`src/hdl/deq_pkg.sv`:
```
// Shared types and codes of the double-ended queue core.
package deq_pkg;

  // Fixed field widths of the request and result items
  localparam int FUNC_W   = 3;
  localparam int VALUE_W  = 32;
  localparam int STATUS_W = 2;

  // Operation codes carried in the request
  typedef enum logic [FUNC_W-1:0] {
    FUNC_PUSH_FRONT = 3'd0,
    FUNC_PUSH_BACK  = 3'd1,
    FUNC_POP_FRONT  = 3'd2,
    FUNC_POP_BACK   = 3'd3,
    FUNC_PEEK_FRONT = 3'd4,
    FUNC_PEEK_BACK  = 3'd5,
    FUNC_SEARCH     = 3'd6
  } func_t;

  // Result status codes
  typedef enum logic [STATUS_W-1:0] {
    STAT_OK    = 2'd0,
    STAT_EMPTY = 2'd1,
    STAT_FULL  = 2'd2
  } status_t;

  // Controller states
  typedef enum logic [2:0] {
    ST_IDLE,
    ST_EXEC,
    ST_FETCH,
    ST_SCAN_RD,
    ST_SCAN_CMP,
    ST_EMIT
  } state_t;

  // Store read address source
  typedef enum logic [1:0] {
    RD_FRONT,
    RD_BACK,
    RD_SCAN
  } rd_sel_t;

  // Commands from controller to datapath
  typedef struct packed {
    logic    load;        // capture the request
    rd_sel_t rd_sel;      // read address for this cycle
    logic    push_front;
    logic    push_back;
    logic    pop_front;
    logic    pop_back;
    logic    set_res;     // set result without data
    status_t res_status;
    logic    res_found;
    logic    take_data;   // result ok, data from the store read
    logic    scan_start;
    logic    scan_step;
    logic    emit;        // load the output register
  } deq_cmd_t;

  // Status from datapath to controller
  typedef struct packed {
    func_t op;
    logic  full;
    logic  empty;
    logic  match;
    logic  scan_last;
    logic  out_free;
  } deq_stat_t;

endpackage

```
`src/hdl/deq_ctrl.sv`:
```
// Controller state machine of the double-ended queue core.
module deq_ctrl
  import deq_pkg::*;
(
  input  logic      clk,
  input  logic      rst,
  input  logic      s_tvalid,
  output logic      s_tready,
  input  deq_stat_t stat,
  output deq_cmd_t  cmd
);

  state_t state, state_next;

  // State register
  always_ff @(posedge clk) begin
    if (rst) begin
      state <= ST_IDLE;
    end else begin
      state <= state_next;
    end
  end

  // Next state and commands
  always_comb begin
    state_next = state;
    s_tready   = 1'b0;
    cmd        = '0;
    cmd.rd_sel = RD_FRONT;
    cmd.res_status = STAT_OK;
    unique case (state)
      ST_IDLE: begin
        s_tready = 1'b1;
        if (s_tvalid) begin
          cmd.load   = 1'b1;
          state_next = ST_EXEC;
        end
      end
      ST_EXEC: begin
        state_next = ST_EMIT;
        unique case (stat.op) inside
          FUNC_PUSH_FRONT, FUNC_PUSH_BACK: begin
            cmd.set_res = 1'b1;
            if (stat.full) begin
              cmd.res_status = STAT_FULL;
            end else if (stat.op == FUNC_PUSH_FRONT) begin
              cmd.push_front = 1'b1;
            end else begin
              cmd.push_back = 1'b1;
            end
          end
          FUNC_POP_FRONT, FUNC_POP_BACK, FUNC_PEEK_FRONT, FUNC_PEEK_BACK: begin
            if (stat.empty) begin
              cmd.set_res    = 1'b1;
              cmd.res_status = STAT_EMPTY;
            end else begin
              // read issued now, data ready in the fetch state
              cmd.rd_sel = (stat.op == FUNC_POP_BACK || stat.op == FUNC_PEEK_BACK) ?
                           RD_BACK : RD_FRONT;
              state_next = ST_FETCH;
            end
          end
          FUNC_SEARCH: begin
            if (stat.empty) begin
              cmd.set_res = 1'b1;
            end else begin
              cmd.scan_start = 1'b1;
              state_next     = ST_SCAN_RD;
            end
          end
          default: begin
            cmd.set_res = 1'b1;
          end
        endcase
      end
      ST_FETCH: begin
        cmd.take_data = 1'b1;
        cmd.pop_front = (stat.op == FUNC_POP_FRONT);
        cmd.pop_back  = (stat.op == FUNC_POP_BACK);
        state_next    = ST_EMIT;
      end
      ST_SCAN_RD: begin
        cmd.rd_sel = RD_SCAN;
        state_next = ST_SCAN_CMP;
      end
      ST_SCAN_CMP: begin
        if (stat.match) begin
          cmd.set_res   = 1'b1;
          cmd.res_found = 1'b1;
          state_next    = ST_EMIT;
        end else if (stat.scan_last) begin
          cmd.set_res = 1'b1;
          state_next  = ST_EMIT;
        end else begin
          cmd.scan_step = 1'b1;
          state_next    = ST_SCAN_RD;
        end
      end
      ST_EMIT: begin
        if (stat.out_free) begin
          cmd.emit   = 1'b1;
          state_next = ST_IDLE;
        end
      end
      default: begin
        state_next = ST_IDLE;
      end
    endcase
  end

endmodule

```
`src/hdl/deq_dp.sv`:
```
// Datapath of the double-ended queue core: ring store, indices and result register.
module deq_dp
  import deq_pkg::*;
#(
  parameter int DEPTH      = 16,
  parameter int DATA_WIDTH = 32,
  parameter int CNT_W      = $clog2(DEPTH + 1),
  parameter int OUT_W      = ((STATUS_W + VALUE_W + CNT_W + 2 + 7) / 8) * 8
) (
  input  logic                      clk,
  input  logic                      rst,
  input  func_t                     in_func,
  input  logic signed [VALUE_W-1:0] in_value,
  input  deq_cmd_t                  cmd,
  output deq_stat_t                 stat,
  output logic                      m_tvalid,
  input  logic                      m_tready,
  output logic [OUT_W-1:0]          m_tdata
);

  localparam int IDX_W = $clog2(DEPTH);
  localparam logic [IDX_W-1:0] LAST_IDX = IDX_W'(DEPTH - 1);

  function automatic logic [IDX_W-1:0] idx_inc(input logic [IDX_W-1:0] i);
    return (i == LAST_IDX) ? '0 : i + 1'b1;
  endfunction

  function automatic logic [IDX_W-1:0] idx_dec(input logic [IDX_W-1:0] i);
    return (i == '0) ? LAST_IDX : i - 1'b1;
  endfunction

  logic signed [DATA_WIDTH-1:0] mem [DEPTH];
  logic signed [DATA_WIDTH-1:0] rd_q;
  logic signed [DATA_WIDTH-1:0] val_q;
  func_t                        op_q;
  logic [IDX_W-1:0]             front, back, scan_ptr;
  logic [CNT_W-1:0]             cnt, scan_k;
  logic [IDX_W-1:0]             rd_addr, wr_addr;
  logic                         wr_en;
  status_t                      res_status;
  logic signed [VALUE_W-1:0]    res_data;
  logic                         res_found;
  logic signed [VALUE_W-1:0]    rd_word;

  // Stored word presented in the 32-bit data field
  assign rd_word = VALUE_W'(rd_q);

  // Request capture; value kept in the stored word width
  always_ff @(posedge clk) begin
    if (cmd.load) begin
      op_q  <= in_func;
      val_q <= DATA_WIDTH'(in_value);
    end
  end

  // Store address selection
  always_comb begin
    unique case (cmd.rd_sel)
      RD_FRONT: rd_addr = front;
      RD_BACK:  rd_addr = idx_dec(back);
      RD_SCAN:  rd_addr = scan_ptr;
      default:  rd_addr = front;
    endcase
    wr_en   = cmd.push_front | cmd.push_back;
    wr_addr = cmd.push_front ? idx_dec(front) : back;
  end

  // Ring store, registered read
  always_ff @(posedge clk) begin
    if (wr_en) begin
      mem[wr_addr] <= val_q;
    end
    rd_q <= mem[rd_addr];
  end

  // Front, back and fill count
  always_ff @(posedge clk) begin
    if (rst) begin
      front <= '0;
      back  <= '0;
      cnt   <= '0;
    end else begin
      if (cmd.push_front) begin
        front <= idx_dec(front);
      end else if (cmd.pop_front) begin
        front <= idx_inc(front);
      end
      if (cmd.push_back) begin
        back <= idx_inc(back);
      end else if (cmd.pop_back) begin
        back <= idx_dec(back);
      end
      if (cmd.push_front || cmd.push_back) begin
        cnt <= cnt + 1'b1;
      end else if (cmd.pop_front || cmd.pop_back) begin
        cnt <= cnt - 1'b1;
      end
    end
  end

  // Search walk from front to back
  always_ff @(posedge clk) begin
    if (cmd.scan_start) begin
      scan_ptr <= front;
      scan_k   <= '0;
    end else if (cmd.scan_step) begin
      scan_ptr <= idx_inc(scan_ptr);
      scan_k   <= scan_k + 1'b1;
    end
  end

  // Pending result
  always_ff @(posedge clk) begin
    if (cmd.take_data) begin
      res_status <= STAT_OK;
      res_data   <= rd_word;
      res_found  <= 1'b0;
    end else if (cmd.set_res) begin
      res_status <= cmd.res_status;
      res_data   <= '0;
      res_found  <= cmd.res_found;
    end
  end

  // Output register
  always_ff @(posedge clk) begin
    if (rst) begin
      m_tvalid <= 1'b0;
    end else if (cmd.emit) begin
      m_tvalid <= 1'b1;
    end else if (m_tready) begin
      m_tvalid <= 1'b0;
    end
  end

  always_ff @(posedge clk) begin
    if (cmd.emit) begin
      m_tdata <= OUT_W'({(cnt == '0), cnt, res_found, res_data, res_status});
    end
  end

  // Status to the controller
  assign stat.op        = op_q;
  assign stat.full      = (cnt == CNT_W'(DEPTH));
  assign stat.empty     = (cnt == '0);
  assign stat.match     = (rd_q == val_q);
  assign stat.scan_last = ((scan_k + 1'b1) == cnt);
  assign stat.out_free  = ~m_tvalid | m_tready;

endmodule

```
`src/hdl/double_ended_queue_core.sv`:
```
// Top level of the double-ended queue core.
//
// A bounded double-ended queue of DEPTH words of DATA_WIDTH bits in a ring store.
// Slave channel: one request per item, an operation code and a value.
// Master channel: one result per request with status, data, found flag,
// fill count and empty flag.
// Sequence: the controller takes one request at a time. Push, failing operations
// and the unused code pass through the execute and emit states; pop and peek
// add a fetch state for the registered store read. A search of a non-empty queue
// walks the entries from the front until a hit or the end, at most DEPTH of them;
// each entry costs a store read state and a compare state.
// The result enters the output register as the controller returns to idle.
// Reset empties the queue (indices and count cleared); store contents are not
// cleared and are never used before being written.
// When the receiver stalls, the result waits in the output register; the next
// request is still taken and worked up to its result, which then waits until
// the output register frees.
module double_ended_queue_core
  import deq_pkg::*;
#(
  parameter int  DEPTH      = 16,
  parameter int  DATA_WIDTH = 32,
  localparam int CNT_W      = $clog2(DEPTH + 1),
  localparam int IN_W       = ((FUNC_W + VALUE_W + 7) / 8) * 8,
  localparam int OUT_W      = ((STATUS_W + VALUE_W + CNT_W + 2 + 7) / 8) * 8
) (
  input  logic             clk,
  input  logic             rst,
  input  logic             s_tvalid,
  output logic             s_tready,
  input  logic [IN_W-1:0]  s_tdata,   // func[2:0], value[34:3]
  output logic             m_tvalid,
  input  logic             m_tready,
  output logic [OUT_W-1:0] m_tdata    // status, data, found, count, is_empty
);

  deq_cmd_t  cmd;
  deq_stat_t stat;

  deq_ctrl u_ctrl (
    .clk      (clk),
    .rst      (rst),
    .s_tvalid (s_tvalid),
    .s_tready (s_tready),
    .stat     (stat),
    .cmd      (cmd)
  );

  deq_dp #(
    .DEPTH      (DEPTH),
    .DATA_WIDTH (DATA_WIDTH),
    .CNT_W      (CNT_W),
    .OUT_W      (OUT_W)
  ) u_dp (
    .clk      (clk),
    .rst      (rst),
    .in_func  (func_t'(s_tdata[FUNC_W-1:0])),
    .in_value (s_tdata[FUNC_W+VALUE_W-1:FUNC_W]),
    .cmd      (cmd),
    .stat     (stat),
    .m_tvalid (m_tvalid),
    .m_tready (m_tready),
    .m_tdata  (m_tdata)
  );

endmodule

```
`config.mk`:
```
export PLATFORM = sky130hd
export DESIGN_NAME = double_ended_queue_core
export DESIGN_NICKNAME = d
export VERILOG_FILES = /design/src/hdl/deq_pkg.sv /design/src/hdl/deq_ctrl.sv /design/src/hdl/deq_dp.sv /design/src/hdl/double_ended_queue_core.sv
export SDC_FILE = /design/constraint.sdc
export NUM_CORES = 1
export LEC_CHECK = 0
export BUFFER_PORTS_ARGS = -buffer_cell sky130_fd_sc_hd__buf_2
export CORE_ASPECT_RATIO = 0.7
export CORE_UTILIZATION = 45
export DETAILED_ROUTE_END_ITERATION = 10
export PLACE_DENSITY = 0.63
export REMOVE_ABC_BUFFERS = 1
export SLEW_MARGIN = 10
export SYNTH_ARGS = -nofsm -noshare
export SYNTH_HDL_FRONTEND = slang
export SYNTH_SLANG_ARGS = --single-unit
```
`constraint.sdc`:
```
create_clock -name clk -period 5 [get_ports clk]
set_input_delay 1 -clock clk [delete_from_list [all_inputs] [get_ports clk]]
set_output_delay 1 -clock clk [all_outputs]
set_load 0.01 [all_outputs]
```
Yosys cells after proc, flatten, opt, wreduce, memory -nomap -nowiden
Memory sizes are Yosys's and may differ from the RTL's. A register that Yosys moved wholly into a read port is not among the register bits.
Index checks and enable logic that the tools add are counted.
- bits in registers: 137
- memory bits (writable): 512
- bits of input ports: 44
- output and inout bits: 50
- memories kept: 1
- memory list (name ; depth ; bits a word ; read ports ; clocked after memory_dff ; write ports ; line ; text):
    u_dp.mem ; 16 ; 32 ; 1 ; 1 ; 1 ; deq_dp.sv:32 ; logic signed [DATA_WIDTH-1:0] mem [DEPTH];
- add/sub/neg operators: 8
- equality and inequality tests: 21
- muxes and demuxes: 62
- bitwise gates (word level): 3
- reduce and logical (&&, ||, !) cells: 17
- operator list (kind ; number):
    $mux W32 ; 2
    $mux W4 ; 12
    $eq A32 B32 Y1 ; 1
    $mux W1 ; 24
    $mux W3 ; 7
    $pmux W3 S6 ; 1
    $mux W2 ; 8
    $eq A3 B3 Y1 const B ; 5
    $add A4 B1 Y4 const B ; 3
    $eq A3 B2 Y1 const B ; 4
    $eq A4 B4 Y1 const B ; 3
    $reduce_bool A2 Y1 ; 6
    $add A5 B1 Y5 const B ; 2
    $mux W5 ; 2
    $logic_not A4 Y1 ; 2
    $pmux W2 S2 ; 2
    $pmux W4 S2 ; 1
    $sub A4 B1 Y4 const B ; 2
    $eq A3 B1 Y1 const B ; 2
    $logic_not A3 Y1 ; 2
    $pmux W3 S2 ; 1
    $eq A5 B5 Y1 ; 1
    $eq A5 B5 Y1 const B ; 1
    $logic_not A5 Y1 ; 1
    11 further kinds ; 16

Longest topological paths before layout
- depth after elaboration: 8
- depth in mapped cells: 17
- gate-level depth less buffers: 11

Hierarchy
From an unflattened synthesis, not the netlist that was laid out.
- cell total of the unflattened synthesis: 1923
- area total of the unflattened synthesis: 26719.4 um^2
- modules (own cells, without submodules) (module ; instances ; cells each ; area each (um^2) ; sequential area each (um^2)):
    deq_dp ; 1 ; 1869 ; 26302.7 ; 19819.0
    deq_ctrl ; 1 ; 54 ; 416.6 ; 60.1

Least setup slack after synthesis
No wires, ideal clock.
- path kind: reg-to-reg
- from: register u_ctrl.state[2]
- to: memory u_dp.mem[14][0] (enable)
- setup time: 421 ps
- arrival: 3381 ps
- required time: 4579 ps
- path slack: 1198 ps
- cell stages (with the launch flop): 9
- period minus slack after synthesis: 3802 ps
- path through: dfxtp_1 > buf_2 > or3b_1 > buf_2 > a2111o_1 > a211o_1 > a21boi_1 > or2_4 > nor2_1
- word-level cells in the longest chain between the ends: 5
- elaborated cells on any way between the ends: 6
- RTL lines (what ; line ; text):
    start, declared ; deq_ctrl.sv:13 ; state_t state, state_next;
    start signal, assigned ; deq_ctrl.sv:20 ; state <= state_next;
    $eq A3 B1 Y1 (*) ; deq_ctrl.sv:31 ; unique case (state)
    $mux W2 (*) ; deq_ctrl.sv:31 ;
    $or A1 B1 Y1 ; deq_dp.sv:64 ; wr_en = cmd.push_front | cmd.push_back;
    $mux W1 ; deq_dp.sv:70 ; if (wr_en) begin
    $mux W1 (implied by the code) ; deq_dp.sv:71 ; mem[wr_addr] <= val_q;
    end, declared ; deq_dp.sv:32 ;
Mark *: on every way between the ends. The rest lies on a longest branch, timed or not.

Worst setup path after layout
- from: register u_ctrl.state[0]
- to: register u_dp.rd_q[5], read port of u_dp.mem
- word-level cells in the longest chain between the ends: 4
- elaborated cells on any way between the ends: 6
- RTL lines (what ; line ; text):
    $eq A3 B2 Y1 or $eq A3 B1 Y1 (tied branches) ; deq_ctrl.sv:31 ;
    $pmux W2 S2 (*) ; deq_ctrl.sv:31 ;
    $eq A2 B2 Y1 or $eq A2 B1 Y1 (tied branches) ; deq_dp.sv:58 ; unique case (cmd.rd_sel)
    $pmux W4 S2 (*) ; deq_dp.sv:58 ;
    end, declared ; deq_dp.sv:33 ; logic signed [DATA_WIDTH-1:0] rd_q;
Marks and branches as above.
A chain may end at the register's enable or synchronous reset.

==> out/metrics.yaml <==
status:
  status: "finished, final reports clean"
layout:
  fillers: 4569
  drive_gt1_share_pct: 19.2
  final_cell_area_sq_um: 30000
  finalNetCount: 1722
  utilization_pct: 52.4
  syn2layout_area_growth_pct: 14.0
  ff_latch_area_sq_um: 19900
  multiInputGateArea_sq_um: 6190
  final_cells: 2467
  num_antenna_cells: 0
logic_synthesis:
  synth_top_family_by_area: "multiplexers"
  avgSynthCellArea_sq_um: 17.0
  synth.area.top_cells: "edfxtp_1 71%, mux4_2 6.2%, dfxtp_1 4.3%, mux2i_1 2.6%, nand2_1 2.4%"
  syn-cell-area_sq_um: 26300
  ys.warnings.count: 0
  yosysSeqAreaShare_pct: 75.6
  synth_most_common_cell: "edfxtp_1"
  synth_cells: 1543
  synthFlopType: "edfxtp_1"
  ys_seq_elements: 681
  synthArstFlopShare_pct: 0
  synth_compound_area_share_pct: 5.17
  synth-simple-area-share_pct: 6.64
  synthDistinctLibCells: 72
  synth_top_area_cell: "edfxtp_1"
  synth.top_cell.area_share_pct: 71.2
  synth.area.mux_share_pct: 8.84
  synth_xor_area_share_pct: 1.53
  synth_edf_count: 624
  synth_common_cells: "624 x edfxtp_1, 168 x nand2_1, 73 x mux4_2, 73 x nor2_1, 68 x mux2i_1"
  synth_fa_ha_area_share_pct: 0.647
timing:
  hold_viol: 0
  fmax_ghz: 0.240
  holdWs_ns: 0.418
  post-route-min-period_ns: 4.16
  finalClockSkew_ns: 0.0205
  rsz0062_at_grt: "false"
  slew_viol_final: 0
  worst_pin_slew_ns: 1.07
  finalCritPeriodShare_pct: 83.2
  finalSetupTns_ns: 0
  maxSlewHeadroom_pct: 28.4
  finalSetupViolations: 0
setup_path:
  path_cells: "or3b_1 -> nor2_1 -> nand3_1 -> inv_1 -> ha_1 -> nand2b_1 -> o311ai_4 -> buf_4 -> mux4_2 -> a22oi_1 -> o31ai_1"
  r2r_cells: 11
  slowest_stage: "o311ai_4"
  crit_type: "reg -> reg"
  crit_path_max_fanout: 15
  arrival_ns: 4.66
  cp_data_required_time_ns: 5.50
  cp-end-kind: "register"
  critPathMaxStageDelay_ns: 0.64
  crit_path_start_kind: "register"
clocking:
  path_clk_slew_ns: 0.07
  cts_root_buf: "clkbuf_16"
  cts.hold.buffers_added: 0
  cts.path.max_buffers: 3
  post_cts_buffers: 0
  cts_resized: 0
  cts-htree-levels: 2
  cts_sinks: 681
  cts_tree: "yes"
  clk_latency_ns: 0.64
  numCtsBuffers: 61
floorplanning:
  die_h_um: 204
  ios: 94
  die_area_sq_um: 59400
  floorplan.initialDensity_pct: 45.9
  std_cell_rows: 73
  fp.dieW_um: 291
  core_area_sq_um: 57300
placement:
  port_buffers: 81
  placed_area_sq_um: 28000
  dp_hpwl_um: 34500
  gp_congestion: 0.790
  dp_cells: 2352
route:
  wl_um: 59900
  drc: 0
  viasPerCell: 5.63
  routedWlPerCell_um: 24.3
  first_pass_iters: 7
  drtAntennaViolNets: 0
  drt_iter0_drc: 1114
  vias: 13883
min_path:
  hold_class: "reg -> reg"
  hold_depth: 0
global_route:
  grt-ovfl-total: 0
  grt_pass1_wl_um: 88900
  grt_max_degree: 46
  antenna_found_initial: 0
  grtUsageTotal_pct: 20.4
  first_global_vias: 13736
pwr:
  ir_worst_vdd_mv: 0.294
  powerDensity_nw_per_um2: 522
  p_leak_nw: 10.1
flow_run:
  drv_cap: 0
==> registers in the layout (all words and copies together), names as in the netlist <==
register	cells
u_dp.scan_ptr	4
u_dp.val_q	32
u_dp.m_tvalid	1
u_dp.res_data	32
u_dp.mem	512
u_dp.back	4
u_ctrl.state	3
u_dp.rd_q	32
u_dp.op_q	3
u_dp.front	4
u_dp.cnt	5
u_dp.m_tdata	41
u_dp.res_status	2
u_dp.res_found	1
u_dp.scan_k	5
==> layer usage <==
metal	wire, um	vias up	track usage, %	share of wire, %
met5	0	-	0	0
met4	1010	0	4.86	1.7
met3	4380	65	3.51	7.3
met2	27900	490	32.2	47
met1	26600	7108	29.6	44
li1	-	6220	-	-
==> cell usage in the layout (no fill, tap or decap), types with 13 or more instances in the layout <==
master and count:
clkbuf_16 61, mux4_2 73, buf_4 43, nor2_1 57
nor2_4 16, xnor2_1 41, mux2i_1 68, nand2_1 167
dfxtp_1 57, buf_2 81, a21oi_1 27, nand2b_1 16
and2_1 39, and3_1 31, o22ai_1 21, o31ai_1 15
nand3_1 13, edfxtp_1 624, a22oi_1 36, clkbuf_1 22
o21a_1 14, inv_1 15, a31oi_1 16
==> report_power, final <==
| group | total, W | internal [W] | leakage (nW) | switching (W) |
|---|---|---|---|---|
| clock | 0.00469 | 0.00263 | 0.975 | 0.00207 |
| combinational | 0.00333 | 0.00136 | 3.00 | 0.00197 |
| sequential | 0.00763 | 0.00709 | 6.13 | 0.000531 |
==> kinds of logic (layout without fill, tap and decap cells) <==
| family | after synthesis | count (layout) |
|---|---|---|
| flip-flops | 681 | 681 |
| AND/OR/NAND/NOR | 375 | 375 |
| AO/OA/AOI/OAI | 190 | 190 |
| multiplexers | 141 | 141 |
| buffers and inverters | 96 | 264 |
| XOR/XNOR | 46 | 46 |
| adder cells (fa/ha/maj) | 13 | 13 |
| other | 1 | 7 |
==> stage by stage <==
| step | total power [W] | setup slack [ns] |
|---|---|---|
| 2_1_floorplan | 0.0103 | -11.57 |
| 3_3_place_gp | 0.0110 | 0.877 |
| 3_5_place_dp | 0.0111 | 0.878 |
| 4_1_cts | 0.0158 | 0.829 |
| 5_1_grt | 0.0163 | 0.519 |
| 6_report | 0.0156 | 0.841 |
==> critical path, delay by kind of cell, from the launching register on <==
family,cells,cell delay [ns]
AND/OR/NAND/NOR,4,1.19
AO/OA/AOI/OAI,3,0.94
multiplexers,1,0.56
buffers and inverters,2,0.52
flip-flops,1,0.46
adder cells (fa/ha/maj),1,0.35
==> path summary, 6_finish.rpt <==
kind / start / slack (ns) / end
max: u_ctrl.state[0] / 0.84 / u_dp.rd_q[5]
min: u_dp.res_data[5] / 0.42 / u_dp.m_tdata[7]
max reg2reg: u_ctrl.state[0] / 0.84 / u_dp.rd_q[5]
min reg2reg: u_dp.res_data[5] / 0.42 / u_dp.m_tdata[7]
==> layout make-up <==
| cell class | count | area share, % |
|---|---|---|
| Clock inverter | 26 | 1.06 |
| Multi-Input combinational cell | 772 | 20.6 |
| Timing Repair Buffer | 133 | 3.03 |
| Sequential cell | 681 | 66.3 |
| Tap cell | 750 | 3.13 |
| Clock buffer | 89 | 5.64 |
| Inverter | 16 | 0.200 |
Power figures use the tool's default switching activity.
